`config.mk`:
```
export PLATFORM = sky130hd
export DESIGN_NAME = sfd_queue
export DESIGN_NICKNAME = d
export VERILOG_FILES = /design/src/stereo_feedback_delay_unit_assert.svh /design/src/sfd_queue.sv
export SDC_FILE = /design/constraint.sdc
export NUM_CORES = 1
export LEC_CHECK = 0
export BUFFER_PORTS_ARGS = -buffer_cell sky130_fd_sc_hd__buf_2
export CORE_AREA = 2 2 39 41
export CTS_BUF_LIST = sky130_fd_sc_hd__clkbuf_8
export CTS_CLUSTER_DIAMETER = 150
export CTS_CLUSTER_SIZE = 10
export DETAILED_ROUTE_END_ITERATION = 10
export DIE_AREA = 0 0 41 43
export GPL_TIMING_DRIVEN = 0
export PLACE_DENSITY = 0.38
export SLEW_MARGIN = 20
export SYNTH_ARGS = -nofsm -noshare
export SYNTH_HDL_FRONTEND = slang
export SYNTH_SLANG_ARGS = --single-unit
export TNS_END_PERCENT = 1
```
`constraint.sdc`:
```
create_clock -name clk -period 1.6 [get_ports clk]
set_input_delay 0.4 -clock clk [delete_from_list [all_inputs] [get_ports clk]]
set_output_delay 0.4 -clock clk [all_outputs]
set_load 0.03 [all_outputs]
```
`src/stereo_feedback_delay_unit_assert.svh`:
```
// Assertion macros shared by the stereo feedback delay unit modules.
`ifndef STEREO_FEEDBACK_DELAY_UNIT_ASSERT_SVH
`define STEREO_FEEDBACK_DELAY_UNIT_ASSERT_SVH

// Same-cycle implication, disabled while reset is asserted.
`define SFD_ASSERT_IMPL(name, clk, rst_n, cond, prop) \
	name: assert property (@(posedge clk) disable iff (!rst_n) (cond) |-> (prop)) \
		else $error("sfd same-cycle check failed");

// Next-cycle implication, disabled while reset is asserted.
`define SFD_ASSERT_NEXT(name, clk, rst_n, cond, prop) \
	name: assert property (@(posedge clk) disable iff (!rst_n) (cond) |=> (prop)) \
		else $error("sfd next-cycle check failed");

`endif

```
`src/sfd_queue.sv`:
```
// Short FIFO between the front end and the memory back end.
module sfd_queue #(
	parameter int DEPTH = 2,
	parameter type item_t = logic
) (
	input  logic  clk,
	input  logic  arst_n,
	input  logic  push_valid,
	output logic  push_ready,
	input  item_t push_item,
	output logic  pop_valid,
	input  logic  pop_ready,
	output item_t pop_item
);

	localparam int PTR_W = $clog2(DEPTH);
	localparam int CNT_W = $clog2(DEPTH + 1);
	localparam logic [PTR_W-1:0] PTR_LAST = PTR_W'(DEPTH - 1);
	localparam logic [CNT_W-1:0] CNT_FULL = CNT_W'(DEPTH);

	item_t            slots_q [DEPTH];
	logic [PTR_W-1:0] wr_ptr_q;
	logic [PTR_W-1:0] rd_ptr_q;
	logic [CNT_W-1:0] count_q;
	logic             do_push;
	logic             do_pop;

	assign push_ready = (count_q != CNT_FULL);
	assign pop_valid  = (count_q != '0);
	assign pop_item   = slots_q[rd_ptr_q];
	assign do_push    = push_valid && push_ready;
	assign do_pop     = pop_valid && pop_ready;

	always_ff @(posedge clk) begin
		if (do_push) begin
			slots_q[wr_ptr_q] <= push_item;
		end
	end

	always_ff @(posedge clk or negedge arst_n) begin
		if (!arst_n) begin
			wr_ptr_q <= '0;
			rd_ptr_q <= '0;
			count_q  <= '0;
		end else begin
			if (do_push) begin
				wr_ptr_q <= (wr_ptr_q == PTR_LAST) ? '0 : wr_ptr_q + 1'b1;
			end
			if (do_pop) begin
				rd_ptr_q <= (rd_ptr_q == PTR_LAST) ? '0 : rd_ptr_q + 1'b1;
			end
			if (do_push && !do_pop) begin
				count_q <= count_q + 1'b1;
			end else if (do_pop && !do_push) begin
				count_q <= count_q - 1'b1;
			end
		end
	end

endmodule

```
==> metrics, run 1 <==
worst-path maximum fanout=2; largest net degree at the start of global routing=5; number of gates resized after cts=0; TritonCTS clock tree=done; IO Port Bufs=7; final design area excluding fillers=393 um2; Area growth syn-to-layout=38.9%; Worst Hold End=slots_q[0]; unrepaired setup endpoints after global routing=no; period utilization=93.4%; fill count=150; EDFF count, synth=2; chip height=43 um; CP Data Required Time=1200 ps; Post-DP Area=338 um2; min-delay src=push_item; reg2reg setup slack=around 130 ps; top cells by area, synth=dfrtp_1, edfxtp_1, xnor2_1; Final Slew Violations=0; Worst EP arrival=1090 ps; Synth Area in Simple Gates=a little under a fifth; synthesized flop and latch total=6; M1 GR Usage=around 7.5%; Antenna Cells=0; Yosys top cell by area=dfrtp_1; total iterations of the first detailed-routing run=1; CTS H-tree depth=1; DRC=0; post-synthesis mux area share=3.98%; average cell area after synthesis=13.5 um2; final setup margin=about 110 ps; reg-to-reg startpoint=count_q[0]; antenna-violating nets left=0; Post-synth top cells=dfrtp_1, xnor2_1, edfxtp_1, nor2_1, xor2_1; Final Skew=3.26 ps; Synth top area share=35.4%; syn_nets=27; vias per cell=3.53; GR met2 Demand/Resource=9.38%; slew at the pin closest to its max-slew limit=~170 ps; CP Launch Point=rd_ptr_q; crit path time final=1490 ps; std cell rows=14; clk_lat worst skew=220 ps; top-count cell post-synth=dfrtp_1; Final nets=40; Worst-path clk slew=~40 ps; Max-cap violations=0; vias in the first global route=194; CP startpoint kind=flop; setup bufs post-CTS=0; sequential share of the synthesized area=56.6%; run status=finished clean; Core Region=1380 um2; Vias=173; Iter 0 DRT Violations=0; Clock Sinks=6; Final setup viols=0; Slowest cell on crit path=dfrtp_1; Leak Pwr=0.000187 uW; XOR/XNOR Fraction of Synth Area=15.5%; critical path's largest stage delay=between 300 and 400 ps; die width=roughly 40 um; main combinational cell family by area after synthesis=simple AND/OR/NAND/NOR gates; critical path, cell by cell=mux2_2 > buf_2; Final Hold Fails=0; Max Clk Rate=about 670 MHz; Worst Hold Path Cells=1; FF-to-FF End=count_q[1]; root buffer cell=clkbuf_8; type of the worst setup path=flop to output pin; asr flop ratio synth=66.7%; grt ovf=0; Hold Crit Class=input port to flop; r2r worst-path depth=7; top_reg_cell synth=dfrtp_1; synth warn=0; first-pass GRT wire length=roughly 760 um; element type at the critical path end=output pin; clk buf depth=2; Peak VDD IR=0.533 mV; routability cong.=roughly 0.69; share of cells above drive strength 1=42.4%; die area=approximately 1800 um2; routed wire length=492 um; Initial Util=20.4%; Power per Cell Area=2260 nW/um2; register area=160 um2; Synth cell types=13; dpl ws=146 ps; Setup TNS Final=0 ps; total CTS buffers=3; Post-Syn Area=283 um2; initial antenna violation count=0; GR Util met3=4.71%; GR peak layer=met2; all-layer global routing usage=under 10%; hold_buf cts=1; Multi-input gate area=between 100 and 150 um2; Post-Syn Instances=21; complex-gate fraction of the synthesized area=0%; Max-slew headroom=between 80% and 90%; average wire per standard cell=10.0 um; I/O pins=8; Synth Area in Adders=under 10%
-- area by class of cell --
class / count / share of cell area [%]
clock buffers: 3 / 10.5
clock inverters: 1 / 0.955
inverters: 1 / 0.955
multi-input cells: 14 / 30.3
flip-flops and latches: 6 / 40.8
well taps: 16 / 5.10
repair buffers: 8 / 11.5
-- state kept, by name, indices dropped and copies added, names as in the netlist --
signal,cells
count_q,2
slots_q,2
rd_ptr_q,1
wr_ptr_q,1
-- worst max-delay path, delay by kind of cell (launching register included) --
family   cells  cell delay [ps]
flops        1              360
mux          1              330
buf+inv      1              170
-- stage by stage --
step	util [%]	cells	hold slack, ps	power [uW]
final	28.4	49	366	888
after global placement	24.4	44	218	644
after detailed placement	24.4	44	222	652
after floorplan	-	21	104	575
after global routing	28.4	49	367	943
after CTS	28.4	49	366	904
-- how the worst max path moves through the flow --
stage / cells after the start / to / slack, ps
5_1_grt: 7 / count_q[1] / 40
6_report: 2 / pop_item / 110
4_1_cts: 2 / pop_item / 90
2_1_floorplan: 6 / count_q[1] / 180
3_5_place_dp: 7 / count_q[1] / 150
3_3_place_gp: 6 / count_q[1] / 190
-- power by group --
group	switching, uW	internal (uW)	leakage [uW]
clock network	72.7	165	0.0000269
logic	190	168	0.0000948
registers	61.1	231	0.0000652
total	324	565	0.000187
-- metal layers --
layer,vias to the layer above,share of wire [%]
met2,3,50
met5,-,0
met4,0,0
met1,80,44
met3,0,6.5
li1,90,-
-- logic make-up (layout without fill, tap and decap cells) --
logic type	Yosys count	count (layout)
xor+xnor	5	5
fa+ha+maj	1	1
buf+inv	1	13
flops	6	6
mux	1	1
simple gates	7	7
-- cell usage in the layout, fill, tap and decap left out, drive strengths merged --
cell	instances
nand2b	1
inv	2
or2	1
dlygate4sd3	1
mux2	1
clkbuf	3
nand2	2
nor2	2
dfrtp	4
ha	1
xnor2	3
and3	1
edfxtp	2
buf	7
xor2	2
(Power assumes the default switching activity.)
==> run 2: changes to the inputs <==
- GPL_TIMING_DRIVEN: 0 -> 1
- PLACE_DENSITY: 0.38 -> default
==> run 2 against run 1 <==
  * Critical path depth is the same
  * Power decreased by 0.75%
  * Worst hold slack better by 4.4 ps
  * Cell count unchanged
  * Utilization stayed put
  * Die area unchanged
  * Largest cell class unchanged
  * Clock skew up 0.62 ps
  * Setup slack worse by 4.3 ps
  * Combinational power about the same
  * Sequential cell count stayed put
==> metrics, run 2 (synthesized netlist as in run 1, its figures left out) <==
largest registers=count_q: 2 flops, slots_q: 2 flops; run status=finished clean; Placed Cells incl. Taps=44; Initial Util=20.4%; Final nets=40; vias in the first global route=189; routability cong.=approximately 0.63; number of gates resized after cts=0; chip height=~43 um; Vias=roughly 180; all-layer global routing usage=7.68%; Iter 0 DRT Violations=0; Sw Share=35.9%; slew at the pin closest to its max-slew limit=173 ps; FF-to-FF End=count_q[1]; Core Region=about 1400 um2; IO Port Bufs=7; Util after Layout=around 28%; largest net degree at the start of global routing=5; first-pass GRT wire length=between 700 and 800 um; Power per Cell Area=2240 nW/um2; Antenna Cells=0; period utilization=93.6%; Max-cap violations=0; clk buf depth=2; worst-path maximum fanout=2; CP Launch Point=rd_ptr_q; fill count=154; Worst Setup EP=pop_item; commonest non-fill, non-tap cell in the layout=buf_2; antenna-violating nets left=0; Hold Crit Class=input port to flop; Final setup viols=0; Clock Sinks=6; Area growth syn-to-layout=38.9%; Setup TNS Final=0 ps; element type at the critical path end=output pin; commonest cells after routing, fill and taps aside=buf_2, dfrtp_1, xnor2_1, clkbuf_8; dpl ws=175 ps; part of the power in registers=33.2%; Leak Pwr=~0.00019 uW; Final Slew Violations=0; fin cells=49; cell-internal power=565 uW; clock power share=26.3%; Worst-path clk slew=40 ps; reg-to-reg startpoint=count_q[0]; Final Skew=3.88 ps; unrepaired setup endpoints after global routing=no; Net Switching=317 uW; Max Clk Rate=668 MHz; CTS H-tree depth=1; vias per cell=3.71; Max-slew headroom=88.5%; root buffer cell=clkbuf_8; Peak VDD IR=0.966 mV; initial antenna violation count=0; setup bufs post-CTS=0; final setup margin=between 100 and 150 ps; die width=41 um; Worst Hold Path Cells=1; r2r worst-path depth=6; average wire per standard cell=about 10 um; routed wire length=511 um; Logic pwr share=40.4%; I/O pins=8; reg2reg setup slack=160 ps; Final Hold Fails=0; CP startpoint kind=flop; std cell rows=14; crit path time final=approximately 1500 ps; DRC=0; clk_lat worst skew=220 ps; total iterations of the first detailed-routing run=1; share of cells above drive strength 1=42.4%; type of the worst setup path=flop to output pin; grt ovf=0; total CTS buffers=3; Worst EP arrival=1100 ps; TritonCTS clock tree=done; die area=~1800 um2; CP Data Required Time=1200 ps
==> run 2: cell counts in the layout (fill, tap and decap cells not counted) <==
Identical to the previous run, type by type.
==> run 2: per-layer routing <==
layer | vias up | part of all wire, % | GRT usage (%)
li1 | 94 | - | -
met1 | 76 | 43 | 8.55
met2 | 12 | 41 | 8.75
met3 | 0 | 16 | 9.95
met4 | 0 | 0 | 2.00
met5 | - | 0 | 0
==> run 2: critical path: stages, from the launching register on <==
cell     delay, ps
dfrtp_1        370
mux2_2         340
buf_2          170
==> run 2: cell type report <==
type	instances	area, um2	share of cell area, %
Clock inverter	1	3.75	0.955
Timing Repair Buffer	8	45.0	11.5
Sequential cell	6	160	40.8
Clock buffer	3	41.3	10.5
Inverter	1	3.75	0.955
Multi-Input combinational cell	14	119	30.3
Tap cell	16	20.0	5.10
==> run 2: through the flow <==
stage	power [uW]	cell area (um2)	hold WS, ps
final	882	393	370
after global routing	950	393	364
after CTS	901	393	367
after detailed placement	650	338	216
after global placement	643	338	214
after floorplan	575	283	104
==> run 2: what timing repair did <==
action                     CTS  global route
hold endpoints to repair     4             0
hold buffers                 1             0
setup endpoints to repair    0             0
==> run 2: power by group through the flow <==
| stage | clock [uW] | sequential, uW | combinational [uW] |
|---|---|---|---|
| after CTS | 244 | 295 | 362 |
| after floorplan | 0 | 282 | 292 |
| after global placement | 0 | 295 | 349 |
| after detailed placement | 0 | 297 | 353 |
| after global routing | 257 | 303 | 390 |
| final | 232 | 293 | 356 |
==> run 2: worst min-delay path by stage <==
stage / from / to / slack (ps)
finish: push_item / slots_q[1] / 370
global route: push_item / slots_q[1] / 360
CTS: push_item / slots_q[1] / 370
detailed placement: arst_n / wr_ptr_q / 220
global placement: arst_n / rd_ptr_q / 210
floorplan: arst_n / count_q[0] / 100
==> run 3: changes to the inputs <==
- BUFFER_PORTS_ARGS: -buffer_cell sky130_fd_sc_hd__buf_2 -> default
- CELL_PAD_IN_SITES_DETAIL_PLACEMENT: default -> 0
- CELL_PAD_IN_SITES_GLOBAL_PLACEMENT: default -> 2
- DONT_BUFFER_PORTS: default -> 1
- PLACE_DENSITY_LB_ADDON: default -> 0.1
==> run 3 against run 2 <==
  * Sequential power about the same
  * Worst hold slack got worse by 97 ps
  * Wire length fell by 11%
  * Cell count is 12% lower
  * Setup slack better by 46 ps
  * Critical path type is now flop to flop
  * Fmax rose by 3.2%
  * Die area did not move
  * Via count fell by 13%
  * Power down 1.8%
==> metrics, run 3 (synthesized netlist as in run 1, its figures left out) <==
Initial Util=just over 20%; Worst-path clk slew=~40 ps; Slowest cell on crit path=dfrtp_1; vias per cell=3.70; Worst EP arrival=1550 ps; I/O pins=8; share of cells above drive strength 1=between 20% and 30%; chip height=43 um; type of the worst setup path=flop to flop; CP Buf/Inv Count=0; IO Port Bufs=0; unrepaired setup endpoints after global routing=no; largest net degree at the start of global routing=5; Final setup viols=0; commonest cells after routing, fill and taps aside=dfrtp_1, xnor2_1, clkbuf_8; run status=finished clean; critical path, cell by cell=or2_4 > nand2_4 > ha_1 > xor2_1 > nor2_1 > xor2_1; CP startpoint kind=flop; element type at the critical path end=flop; grt ovf=0; Leak Pwr=approximately 0.00017 uW; clk_lat worst skew=220 ps; Clock Sinks=6; std cell rows=14; average wire per standard cell=roughly 11 um; WP depth=6; largest registers=count_q: 2 flops, slots_q: 2 flops; CP Data Required Time=between 1500 and 2000 ps; vias in the first global route=between 150 and 200; Max Clk Rate=between 600 and 700 MHz; critical path's largest stage delay=410 ps; reg-to-reg startpoint=count_q[0]; min-delay src=push_item; reg2reg setup slack=~150 ps; Vias=159; antenna-violating nets left=0; die width=between 40 and 50 um; total iterations of the first detailed-routing run=1; slew at the pin closest to its max-slew limit=220 ps; Worst Hold End=slots_q[1]; commonest non-fill, non-tap cell in the layout=dfrtp_1; all-layer global routing usage=7.55%; Peak VDD IR=0.516 mV; die area=1760 um2; Max-slew headroom=between 80 and 90%; Hold Crit Class=input port to flop; root buffer cell=clkbuf_8; FF-to-FF End=count_q[1]; Final nets=34; DRC=0; total CTS buffers=3; Top Family by Delay on Critical Path=simple AND/OR/NAND/NOR gates; period utilization=90.7%; routability cong.=0.631; crit path time final=1450 ps; Setup TNS Final=0 ps; first-pass GRT wire length=745 um; Util after Layout=26.4%; CTS H-tree depth=1; worst-path maximum fanout=4; Antenna Cells=0; Worst path most repeated cell=xor2_1; Final Slew Violations=0; r2r worst-path depth=6; setup bufs post-CTS=0; Worst Hold Path Cells=0; initial antenna violation count=0; Iter 0 DRT Violations=0; HPWL Detailed=~360 um; Area growth syn-to-layout=29.2%; Max-cap violations=0; routed wire length=~450 um; clk buf depth=2; TritonCTS clock tree=done; Final Hold Fails=0; Core Region=~1400 um2; Final Skew=1.19 ps; Power per Cell Area=2370 nW/um2
## run 3: layer usage
| layer | vias up | global-route usage (%) | share of wire, % |
|---|---|---|---|
| met5 | - | 0 | 0 |
| li1 | 78 | - | - |
| met1 | 77 | 7.44 | 41 |
| met4 | 0 | 8.00 | 0 |
| met3 | 0 | 4.71 | 7.3 |
| met2 | 4 | 9.69 | 52 |
## run 3: through the flow
stage          power (uW)  instances  cell area (um2)  hold WS [ps]  worst slack [ps]
6_report              866         43              365           274               148
5_1_grt               938         43              365           261              52.9
4_1_cts               880         43              365           268               146
3_5_place_dp          632         38              310           105               163
3_3_place_gp          633         38              310           105               148
2_1_floorplan         575         21              283           104               185
## run 3: cell type report
cell class                 instances  area, um2
multi-input combinational         14        119
clock buffer                       3       41.3
fill                             148       1020
inverter                           1       3.75
timing repair buffer               2       17.5
tap                               16       20.0
clock inverter                     1       3.75
sequential                         6        160
## run 3: how the worst max path moves through the flow
stage	start	endpoint	slack [ps]
after floorplan	count_q[0]	count_q[1]	180
after global placement	count_q[0]	count_q[1]	150
after detailed placement	count_q[0]	count_q[1]	160
after CTS	count_q[0]	count_q[1]	150
after global routing	count_q[0]	count_q[1]	50
final	count_q[0]	count_q[1]	150
## run 3: what timing repair did
item	CTS	global route
endpoints found under the hold margin	4	0
hold buffers	1	0
gates resized for setup	0	0
endpoints found under the setup margin	0	0
## run 3: where the power goes
group | total [uW] | internal, uW | leakage, uW | switching [uW]
Sequential | 293 | 231 | 0.0000652 | 62.1
Combinational | 338 | 158 | 0.0000734 | 181
Clock | 234 | 165 | 0.0000269 | 69.2
Total | 866 | 554 | 0.000166 | 312
